**config.mk**
```make
export PLATFORM = sky130hd
export DESIGN_NAME = caret_escape_decoder_core
export DESIGN_NICKNAME = d
export VERILOG_FILES = /design/src/hdl/ced_pkg.sv /design/src/hdl/ced_step.sv /design/src/hdl/ced_out_buf.sv /design/src/hdl/caret_escape_decoder_core.sv
export VERILOG_INCLUDE_DIRS = /design/src /design/src/hdl
export SDC_FILE = /design/constraint.sdc
export NUM_CORES = 1
export LEC_CHECK = 0
export BUFFER_PORTS_ARGS = -buffer_cell sky130_fd_sc_hd__clkbuf_2
export CORE_AREA = 3 3 72 74
export CTS_BUF_LIST = sky130_fd_sc_hd__clkbuf_4 sky130_fd_sc_hd__clkbuf_8 sky130_fd_sc_hd__clkbuf_16
export DETAILED_ROUTE_END_ITERATION = 16
export DIE_AREA = 0 0 75 77
export PLACE_DENSITY = 0.74
export SLEW_MARGIN = 20
export SYNTH_ARGS = -nofsm -noshare
export SYNTH_HDL_FRONTEND = slang
export SYNTH_SLANG_ARGS = --single-unit
```
**constraint.sdc**
```tcl
create_clock -name clk -period 9.32 [get_ports clk]
set_input_delay 1.864 -clock clk [delete_from_list [all_inputs] [get_ports clk]]
set_output_delay 1.864 -clock clk [all_outputs]
set_load 0.005 [all_outputs]
```
**src/hdl/caret_escape_decoder_core_macros.svh**
```systemverilog
// ----------------------------------------------------------------------------
// Caret escape decoder assertion macros
// Assertion wrappers shared by the decoder RTL; define NO_ASSERTIONS to drop
// them. Each macro expects clk and rst_n in the enclosing scope.
// ----------------------------------------------------------------------------
`ifndef CARET_ESCAPE_DECODER_CORE_MACROS_SVH
`define CARET_ESCAPE_DECODER_CORE_MACROS_SVH

`ifndef NO_ASSERTIONS

// Consequent holds in the same cycle as the antecedent.
`define CED_ASSERT_SAME(label, ante, cons) \
    label: assert property (@(posedge clk) disable iff (!rst_n) (ante) |-> (cons)) \
        else $error("caret escape decoder check failed");

// Consequent holds in the cycle after the antecedent.
`define CED_ASSERT_NEXT(label, ante, cons) \
    label: assert property (@(posedge clk) disable iff (!rst_n) (ante) |=> (cons)) \
        else $error("caret escape decoder check failed");

`else

`define CED_ASSERT_SAME(label, ante, cons)
`define CED_ASSERT_NEXT(label, ante, cons)

`endif

`endif

```
**src/hdl/ced_pkg.sv**
```systemverilog
// ----------------------------------------------------------------------------
// Caret escape decoder package
// Shared types, character constants and byte helper functions.
// ----------------------------------------------------------------------------
package ced_pkg;

    localparam logic [7:0] CARET       = 8'd94;
    localparam logic [7:0] SHIFT_DELTA = 8'd64;
    localparam logic [7:0] SHIFT_LIMIT = 8'd63;
    localparam logic [7:0] CHAR_ZERO   = 8'd48;
    localparam logic [7:0] CHAR_NINE   = 8'd57;
    localparam logic [7:0] CHAR_A      = 8'd97;
    localparam logic [7:0] CHAR_F      = 8'd102;
    localparam logic [7:0] ALPHA_BIAS  = 8'd87;

    // Pending window forms: empty, "^", "^^", "^^h" with h a hex digit.
    typedef enum logic [1:0] {
        PEND_NONE  = 2'd0,
        PEND_CARET = 2'd1,
        PEND_TWO   = 2'd2,
        PEND_HEX   = 2'd3
    } ced_pend_t;

    // Tokens released by one input beat.
    typedef struct packed {
        logic [7:0] tok0;
        logic [7:0] tok1;
        logic [1:0] cnt;
        logic       last;
    } ced_res_t;

    function automatic logic is_hex(input logic [7:0] c);
        return ((c >= CHAR_ZERO) && (c <= CHAR_NINE)) || ((c >= CHAR_A) && (c <= CHAR_F));
    endfunction

    function automatic logic [3:0] hex_val(input logic [7:0] c);
        logic [7:0] v;
        v = (c <= CHAR_NINE) ? (c - CHAR_ZERO) : (c - ALPHA_BIAS);
        return v[3:0];
    endfunction

    function automatic logic [7:0] shift_dec(input logic [7:0] c);
        return (c > SHIFT_LIMIT) ? (c - SHIFT_DELTA) : (c + SHIFT_DELTA);
    endfunction

endpackage

```
**src/hdl/ced_step.sv**
```systemverilog
// ----------------------------------------------------------------------------
// Caret escape decoder step logic
// Combines the pending window with one input byte and yields the next
// window form and up to two released tokens.
// ----------------------------------------------------------------------------
module ced_step (
    input  ced_pkg::ced_pend_t pend,
    input  logic [7:0]         pend_h,
    input  logic [7:0]         ch,
    input  logic               last,
    output ced_pkg::ced_pend_t pend_next,
    output logic [7:0]         pend_h_next,
    output ced_pkg::ced_res_t  res
);
    import ced_pkg::*;

    logic       ch_hex;
    logic [7:0] ch_shift;
    logic [7:0] h_shift;
    logic [7:0] pair_val;
    ced_pend_t  core_next;
    logic [7:0] b0;
    logic [7:0] b1;
    logic [1:0] n;

    assign ch_hex   = is_hex(ch);
    assign ch_shift = shift_dec(ch);
    assign h_shift  = shift_dec(pend_h);
    assign pair_val = {hex_val(pend_h), hex_val(ch)};

    // Next window form
    always_comb
    begin
        core_next   = pend;
        pend_h_next = pend_h;
        unique case (pend)
            PEND_NONE:
            begin
                core_next = (ch == CARET) ? PEND_CARET : PEND_NONE;
            end
            PEND_CARET:
            begin
                core_next = (ch == CARET) ? PEND_TWO : PEND_NONE;
            end
            PEND_TWO:
            begin
                if (ch_hex)
                begin
                    core_next   = PEND_HEX;
                    pend_h_next = ch;
                end
                else
                begin
                    core_next = (ch_shift == CARET) ? PEND_CARET : PEND_NONE;
                end
            end
            PEND_HEX:
            begin
                if (ch_hex)
                begin
                    core_next = (pair_val == CARET) ? PEND_CARET : PEND_NONE;
                end
                else
                begin
                    core_next = (ch == CARET) ? PEND_CARET : PEND_NONE;
                end
            end
        endcase
        pend_next = last ? PEND_NONE : core_next;
    end

    // Released tokens
    always_comb
    begin
        n  = 2'd0;
        b0 = ch;
        b1 = ch;
        unique case (pend)
            PEND_NONE:
            begin
                if (ch != CARET)
                begin
                    b0 = ch;
                    n  = 2'd1;
                end
            end
            PEND_CARET:
            begin
                if (ch != CARET)
                begin
                    b0 = CARET;
                    b1 = ch;
                    n  = 2'd2;
                end
            end
            PEND_TWO:
            begin
                if (!ch_hex && (ch_shift != CARET))
                begin
                    b0 = ch_shift;
                    n  = 2'd1;
                end
            end
            PEND_HEX:
            begin
                if (ch_hex)
                begin
                    if (pair_val != CARET)
                    begin
                        b0 = pair_val;
                        n  = 2'd1;
                    end
                end
                else
                begin
                    b0 = h_shift;
                    b1 = ch;
                    n  = (ch != CARET) ? 2'd2 : 2'd1;
                end
            end
        endcase
        // Flush whatever stays pending at the end of the text.
        if (last)
        begin
            unique case (core_next)
                PEND_NONE:
                begin
                    n = n;
                end
                PEND_CARET:
                begin
                    if (n == 2'd0)
                        b0 = CARET;
                    else
                        b1 = CARET;
                    n = n + 2'd1;
                end
                PEND_TWO:
                begin
                    b0 = CARET;
                    b1 = CARET;
                    n  = 2'd2;
                end
                PEND_HEX:
                begin
                    b0 = shift_dec(ch);
                    n  = 2'd1;
                end
            endcase
        end
        res.tok0 = b0;
        res.tok1 = b1;
        res.cnt  = n;
        res.last = last;
    end

endmodule

```
**src/hdl/ced_out_buf.sv**
```systemverilog
// ----------------------------------------------------------------------------
// Caret escape decoder output register
// Holds up to two tokens of one input beat and drains them one beat per
// cycle on the master side while m_axis_tready is high.
// ----------------------------------------------------------------------------
`include "caret_escape_decoder_core_macros.svh"

module ced_out_buf (
    input  logic              clk,
    input  logic              rst_n,
    input  logic              offer,
    input  ced_pkg::ced_res_t res,
    output logic              take,
    output logic              m_axis_tvalid,
    input  logic              m_axis_tready,
    output logic [7:0]        m_axis_tdata,   // [7:0] token_out
    output logic              m_axis_tlast    // token_last
);
    import ced_pkg::*;

    logic [7:0] head_reg;
    logic [7:0] head_next;
    logic [7:0] tail_reg;
    logic [7:0] tail_next;
    logic [1:0] cnt_reg;
    logic [1:0] cnt_next;
    logic       last_reg;
    logic       last_next;
    logic       pop;
    logic       room;
    logic       load;

    assign pop  = m_axis_tvalid && m_axis_tready;
    assign room = (cnt_reg == 2'd0) || ((cnt_reg == 2'd1) && pop);
    assign take = offer && ((res.cnt == 2'd0) || room);
    assign load = take && (res.cnt != 2'd0);

    always_comb
    begin
        head_next = head_reg;
        tail_next = tail_reg;
        cnt_next  = cnt_reg;
        last_next = last_reg;
        if (load)
        begin
            head_next = res.tok0;
            tail_next = res.tok1;
            cnt_next  = res.cnt;
            last_next = res.last;
        end
        else if (pop)
        begin
            head_next = tail_reg;
            cnt_next  = cnt_reg - 2'd1;
        end
    end

    always_ff @(posedge clk or negedge rst_n)
    begin
        if (!rst_n)
        begin
            cnt_reg  <= 2'd0;
            last_reg <= 1'b0;
        end
        else
        begin
            cnt_reg  <= cnt_next;
            last_reg <= last_next;
        end
    end

    always_ff @(posedge clk)
    begin
        head_reg <= head_next;
        tail_reg <= tail_next;
    end

    assign m_axis_tvalid = (cnt_reg != 2'd0);
    assign m_axis_tdata  = head_reg;
    assign m_axis_tlast  = last_reg && (cnt_reg == 2'd1);

    `CED_ASSERT_SAME(a_no_load_when_full, cnt_reg == 2'd2, !load)
    `CED_ASSERT_NEXT(a_pair_drains, pop && (cnt_reg == 2'd2), (cnt_reg == 2'd1) && m_axis_tvalid)
    `CED_ASSERT_SAME(a_count_bounded, 1'b1, cnt_reg != 2'd3)

endmodule

```
**src/hdl/caret_escape_decoder_core.sv**
```systemverilog
// ----------------------------------------------------------------------------
// Caret escape decoder core
// Decodes "^^" escapes in a byte stream: "^^" plus two lowercase hex digits
// gives that byte, "^^" plus any other byte c gives c-64 or c+64; decoded
// bytes may start a new escape, and the last beat flushes the window.
// ----------------------------------------------------------------------------
// One input beat can be taken every cycle while the input register is free
// or its beat moves on. A beat is held in the input register, decoded
// against the pending window in one pass, and its tokens (none, one or two)
// are loaded into the output register once it has room. The output register
// drains one token per cycle while m_axis_tready is high; sustained rate is
// one beat per cycle for single-token beats, and a beat that releases two
// tokens holds off the next load until its last token drains. No clearing pass is needed after reset.
// ----------------------------------------------------------------------------
`include "caret_escape_decoder_core_macros.svh"

module caret_escape_decoder_core (
    input  logic       clk,
    input  logic       rst_n,
    input  logic       s_axis_tvalid,
    output logic       s_axis_tready,
    input  logic [7:0] s_axis_tdata,    // [7:0] char_in
    input  logic       s_axis_tlast,    // is_last
    output logic       m_axis_tvalid,
    input  logic       m_axis_tready,
    output logic [7:0] m_axis_tdata,    // [7:0] token_out
    output logic       m_axis_tlast     // token_last
);
    import ced_pkg::*;

    logic       in_valid_reg;
    logic       in_valid_next;
    logic [7:0] in_char_reg;
    logic       in_last_reg;
    ced_pend_t  pend_reg;
    ced_pend_t  pend_next;
    logic [7:0] pend_h_reg;
    logic [7:0] pend_h_next;
    ced_res_t   res;
    logic       take;
    logic       accept;

    assign s_axis_tready = !in_valid_reg || take;
    assign accept        = s_axis_tvalid && s_axis_tready;

    always_comb
    begin
        in_valid_next = in_valid_reg;
        if (accept)
            in_valid_next = 1'b1;
        else if (take)
            in_valid_next = 1'b0;
    end

    always_ff @(posedge clk or negedge rst_n)
    begin
        if (!rst_n)
        begin
            in_valid_reg <= 1'b0;
            pend_reg     <= PEND_NONE;
        end
        else
        begin
            in_valid_reg <= in_valid_next;
            if (take)
                pend_reg <= pend_next;
        end
    end

    always_ff @(posedge clk)
    begin
        if (accept)
        begin
            in_char_reg <= s_axis_tdata;
            in_last_reg <= s_axis_tlast;
        end
        if (take)
            pend_h_reg <= pend_h_next;
    end

    ced_step u_step (
        .pend        (pend_reg),
        .pend_h      (pend_h_reg),
        .ch          (in_char_reg),
        .last        (in_last_reg),
        .pend_next   (pend_next),
        .pend_h_next (pend_h_next),
        .res         (res)
    );

    ced_out_buf u_out_buf (
        .clk           (clk),
        .rst_n         (rst_n),
        .offer         (in_valid_reg),
        .res           (res),
        .take          (take),
        .m_axis_tvalid (m_axis_tvalid),
        .m_axis_tready (m_axis_tready),
        .m_axis_tdata  (m_axis_tdata),
        .m_axis_tlast  (m_axis_tlast)
    );

    `CED_ASSERT_NEXT(a_last_clears_window, take && in_last_reg, pend_reg == PEND_NONE)
    `CED_ASSERT_SAME(a_full_input_moves, accept && in_valid_reg, take)
    `CED_ASSERT_SAME(a_hex_held, pend_reg == PEND_HEX, is_hex(pend_h_reg))

endmodule
```
==> results of run 1 <==
==> synthesized netlist by cell type (all sizes together), types with 2 or more instances <==
master,n
ha,14
inv,15
clkbuf,3
o41ai,2
nand2b,5
mux2i,5
or3,3
or2,3
edfxtp,33
dfrtp,6
o21a,6
mux2,11
a32oi,2
nand2,28
nor2b,5
xnor2,5
o21ai,16
o311ai,3
o32ai,2
nor2,20
a21oi,12
a211o,2
and3,5
nor3,4
nand4,3
a211oi,4
nand3,5
o31a,2
buf,8
nand3b,2
and2,7
a31oi,6
o21bai,4
==> layout make-up <==
type | count | area (um^2)
Clock buffer | 6 | 76.3
Clock inverter | 2 | 12.5
Fill cell | 400 | 1720
Inverter | 15 | 56.3
Multi-Input combinational cell | 207 | 1470
Sequential cell | 39 | 1140
Tap cell | 54 | 67.6
Timing Repair Buffer | 24 | 123
==> power by group <==
group	leakage (nW)	internal [mW]	switching (mW)
Clock	0.0446	0.0552	0.0578
Sequential	0.383	0.269	0.0408
Combinational	0.729	0.123	0.129
Total	1.16	0.448	0.228
==> worst register-to-register path, cell delays in order (launching register included) <==
cell      delay [ns]
edfxtp_1        0.52
inv_1           0.16
ha_1            0.19
o21bai_1        0.11
a311oi_4        0.49
mux2i_1         0.26
o311ai_1        0.22
nor3_1          0.31
o221a_2         0.28
inv_1           0.08
ha_1            0.20
nor2b_1         0.30
nand2_1         0.18
o22a_2          0.28
o211ai_2        0.21
nor2b_1         0.67
==> layer usage <==
metal	part of all wire [%]	track usage [%]
met5	0	0
met1	45	30.2
met4	2.6	8.72
met2	48	35.3
met3	5.1	3.93
==> per-stage QoR <==
step | instance area (um^2) | std cells | worst slack [ns]
global placement | 2860 | 339 | 3.69
finish | 2950 | 347 | 3.02
detailed placement | 2860 | 339 | 3.44
floorplan | 2730 | 272 | 4.01
global route | 2950 | 347 | 2.74
CTS | 2950 | 347 | 3.11
==> how the worst min path moves through the flow <==
| stage | startpoint | endpoint | slack (ns) |
|---|---|---|---|
| 2_1_floorplan | in_char_reg[3]$_DFFE_PP_ | pend_h_reg[3]$_DFFE_PP_ | 0.42 |
| 3_3_place_gp | u_out_buf.last_reg$_DFFE_PN0P_ | u_out_buf.last_reg$_DFFE_PN0P_ | 0.49 |
| 3_5_place_dp | u_out_buf.last_reg$_DFFE_PN0P_ | u_out_buf.last_reg$_DFFE_PN0P_ | 0.50 |
| 4_1_cts | u_out_buf.last_reg$_DFFE_PN0P_ | u_out_buf.last_reg$_DFFE_PN0P_ | 0.51 |
| 5_1_grt | u_out_buf.last_reg$_DFFE_PN0P_ | u_out_buf.last_reg$_DFFE_PN0P_ | 0.54 |
| 6_report | u_out_buf.last_reg$_DFFE_PN0P_ | u_out_buf.last_reg$_DFFE_PN0P_ | 0.51 |
==> logic make-up (layout without fill, tap and decap cells) <==
family          Yosys count  in the layout
compound gates           75             75
xor+xnor                  5              5
fa+ha+maj                14             14
buf+inv                  26             47
flops                    39             39
mux                      16             16
simple gates             97             97
==> impl_metrics.ini, run 1 <==
[setup_path]
cp.depth = 16
crit_fanout = 9
reg2reg_setup_slack_ns = 4.49
r2r_start = in_char_reg[1]$_DFFE_PP_
cp_top_family = compound AO/OA/AOI/OAI gates
reg2regPathDepth = 15
crit_path_end_kind = output pin
slowest_stage = edfxtp_1
endpoint = s_axis_tready
regToRegEndpoint = pend_h_reg[5]$_DFFE_PP_
cp_data_arrival_time_ns = 4.44
critPathKind = reg2out
cp-start-kind = flop
worstPathRequired_ns = 7.46
slowest_delay_ns = 0.52
crit_chain = inv_1, ha_1, o21bai_1, a311oi_4, mux2i_1, o311ai_1, nor3_1, o221a_2, inv_1, ha_1, nor2b_1, nand2_1, o22a_2, o2bb2ai_1, or2_2, clkbuf_2
startpoint = in_char_reg[1]$_DFFE_PP_
cp_num_buf_inv = 3

[logic_synthesis]
synth_compound_area_share_pct = 20.1
synthSimpleGateAreaFrac_pct = 18.2
yosys_warnings = 0
synth-edff-count = 33
syn-num-nets = 299
synth_flop_cell = edfxtp_1
ys_seq_area_share_pct = 41.8
ys_ff_latch = 39
yosys.cell_types.count = 62
synth-async-reset-ratio_pct = 15.4
synth_top_family_by_area = compound AO/OA/AOI/OAI gates
syn_avg_cell_area_um2 = 10.0
synthTopCellsByArea = edfxtp_1 36%, ha_1 6.4%, dfrtp_1 5.5%
synth_fa_ha_area_share_pct = 6.41
muxShareOfSynthArea_pct = 7.47
syn_area_um2 = 2730
netlist_instances = 272
synth_xor_area_share_pct = 1.60
synth_top_area_share_pct = 36.3
yosys.area.top_type = edfxtp_1

[final_layout]
final_common_cell = edfxtp_1
layout_common_cells = 33 x edfxtp_1, 28 x nand2_1, 23 x clkbuf_2
num_antenna_cells = 0
nets = 319
synthToLayoutAreaGrowth_pct = 7.83
post-route-util_pct = 63.2
drive_above_1_share_pct = 18.1

[sta]
max_freq_mhz = 159
fin_skew_ns = 0.00472
drv_slew = 0
tns_ns = 0
finalSetupViolations = 0
finalCritPeriodShare_pct = 67.6
finalHoldViolCount = 0
holdWs_ns = 0.510
period_needed_ns = 6.30
relSlewSlack_pct = 42.2
rsz0062_at_grt = false
worst_pin_slew_ns = 0.860

[global_routing]
first_global_vias = 2075
antenna_found_initial = 0
grt_pass1_wl_um = 9920
grt_max_degree = 18
grt_usage_pct = 22.4
overflow = 0

[clock_tree]
cts_resized = 0
cts_hold_buf = 0
cts_tree = built
htree_levels = 2
clk_pin_slew_worst_paths_ns = 0.07
cts_buffers = 5
clockBufferDepth = 2
clock_latency_ns = 0.29
post_cts_buffers = 0
cts_sinks = 39
clockRootBuffer = clkbuf_8

[die]
rows = 25
die_w_um = 75
die-area_um2 = 5780
core_area_um2 = 4660
fp.dieH_um = 77
start_util_pct = 58.6
pin_count = 24

[power]
cellPowerDensity_nw_per_um2 = 229
peakVddDrop_mv = 0.130
p_total_mw = 0.676
p_leak_nw = 1.16

[drt]
ant_nets = 0
vias = 2183
wl_um = 6000
wl_per_cell_um = 17.3
drc = 0
first_iter_violations = 162
dr.pass1.iters = 4
avgViaCountPerCell = 6.29

[hold_path]
hold_depth = 1
hold_path.class = reg2reg

[placement]
post-dp-hpwl_um = 4600
numPortBuffers = 23
globalplace.congestion = 0.968

[run]
maxCapViolCount = 0

[outcome]
outcome = finished clean
Note: power is estimated with default switching activity, not from simulation.
==> run 2, diff against run 1 <==
Clock period 9.32 ns to 6.35 ns, I/O delays scaled along.
==> run 2 against run 1 <==
  * Utilization did not move
  * Via count rose by 1.1%
  * Largest power group unchanged
  * Sequential share of layout area did not move
  * Clock power rose by 46%
  * Final cell count did not move
  * Clock skew barely moved
  * Critical endpoint unchanged
==> impl_metrics.ini, run 2 (same netlist as run 1, synthesis figures left out) <==
[global_routing]
grt_pass1_wl_um = 9990
overflow = 0
grt_usage_pct = 22.6
grt_max_degree = 18
first_global_vias = 2107
antenna_found_initial = 0

[clock_tree]
htree_levels = 2
clk_pin_slew_worst_paths_ns = 0.08
cts_hold_buf = 0
cts_buffers = 5
clockBufferDepth = 2
clock_latency_ns = 0.29
post_cts_buffers = 0
clockRootBuffer = clkbuf_8
cts_tree = built
cts_resized = 0
cts_sinks = 39

[setup_path]
critPathKind = reg2out
reg2regPathDepth = 15
crit_chain = inv_1, ha_1, o21bai_1, a311oi_4, mux2i_1, o311ai_1, nor3_1, o221a_2, inv_1, ha_1, nor2b_1, nand2_1, o22a_2, o2bb2ai_1, or2_2, clkbuf_2
r2r_start = in_char_reg[0]$_DFFE_PP_
cp_data_arrival_time_ns = 4.45
slowest_delay_ns = 0.52
crit_path_end_kind = output pin
reg2reg_setup_slack_ns = 1.50
regToRegEndpoint = pend_h_reg[0]$_DFFE_PP_
crit_fanout = 8
worstPathRequired_ns = 5.08
slowest_stage = edfxtp_1
cp-start-kind = flop

[hold_path]
min_from = u_out_buf.last_reg$_DFFE_PN0P_
hold_path.class = reg2reg
min_to = u_out_buf.last_reg$_DFFE_PN0P_
hold_depth = 1

[power]
p_total_mw = 0.989
peakVddDrop_mv = 0.192
cellPowerDensity_nw_per_um2 = 336
p_leak_nw = 1.16

[die]
core_area_um2 = 4660
fp.dieH_um = 77
die-area_um2 = 5780
die_w_um = 75
pin_count = 24
rows = 25
start_util_pct = 58.6

[sta]
fin_skew_ns = 0.00504
rsz0062_at_grt = false
relSlewSlack_pct = 41.5
drv_slew = 0
finalCritPeriodShare_pct = 90.1
tns_ns = 0
finalWorstSetupSlack_ns = 0.627
period_needed_ns = 5.72
worst_pin_slew_ns = 0.869
max_freq_mhz = 175
finalHoldViolCount = 0
finalSetupViolations = 0

[placement]
placed_cells = 339
place_ws_ns = 1.06
post-dp-hpwl_um = 4600
globalplace.congestion = 0.968
numPortBuffers = 23

[drt]
vias = 2206
avgViaCountPerCell = 6.36
wl_per_cell_um = 17.3
wl_um = 6010
drc = 0
dr.pass1.iters = 5
first_iter_violations = 154
ant_nets = 0

[final_layout]
stdcell_count = 347
layout_common_cells = 33 x edfxtp_1, 28 x nand2_1, 23 x clkbuf_2
num_antenna_cells = 0
final_common_cell = edfxtp_1
nets = 319
synthToLayoutAreaGrowth_pct = 7.83
drive_above_1_share_pct = 18.1
seq_area_um2 = 1140
multi_input_area_um2 = 1470
n_fill_cell = 398

[outcome]
outcome = finished clean

[run]
maxCapViolCount = 0
run 2: stage by stage:
step / utilization (%) / hold slack (ns) / instance area [um^2]
final: 63.2 / 0.507 / 2950
after global placement: 61.3 / 0.486 / 2860
after global routing: 63.2 / 0.542 / 2950
after floorplan: - / 0.421 / 2730
after detailed placement: 61.3 / 0.493 / 2860
after CTS: 63.2 / 0.510 / 2950
run 2: worst max-delay path: cells and delay by family (launching register included):
kind | cells | cell delay [ns]
AO/OA/AOI/OAI | 6 | 1.68
AND/OR/NAND/NOR | 4 | 0.95
flip-flops | 1 | 0.52
adder cells (fa/ha/maj) | 2 | 0.39
buffers and inverters | 3 | 0.37
multiplexers | 1 | 0.26
run 2: worst max-delay path by stage:
| stage | cells past startpoint | start | end | slack (ns) |
|---|---|---|---|---|
| floorplan | 15 | in_char_reg[1]$_DFFE_PP_ | s_axis_tready | 1.63 |
| global placement | 16 | in_char_reg[0]$_DFFE_PP_ | s_axis_tready | 1.32 |
| detailed placement | 16 | in_char_reg[0]$_DFFE_PP_ | s_axis_tready | 1.06 |
| CTS | 16 | in_char_reg[1]$_DFFE_PP_ | s_axis_tready | 0.72 |
| global route | 16 | in_char_reg[0]$_DFFE_PP_ | s_axis_tready | 0.34 |
| finish | 16 | in_char_reg[0]$_DFFE_PP_ | s_axis_tready | 0.63 |
run 2: per-layer routing:
metal | global-route usage (%) | vias up | wire length (um)
li1 | - | 1054 | -
met1 | 30.1 | 1045 | 2580
met2 | 35.4 | 89 | 2900
met3 | 3.67 | 18 | 338
met4 | 10.1 | 0 | 193
met5 | 0 | - | 0
run 2: cell type report:
class / count / share of cell area (%)
inverters: 15 / 1.91
flip-flops and latches: 39 / 38.7
multi-input cells: 207 / 49.9
well taps: 54 / 2.29
clock inverters: 2 / 0.425
repair buffers: 24 / 4.16
clock buffers: 6 / 2.59
run 2: report_power, final:
part	total, mW	switching (mW)	internal, mW
Combinational	0.370	0.189	0.181
Clock	0.165	0.0839	0.0809
Sequential	0.454	0.0595	0.395
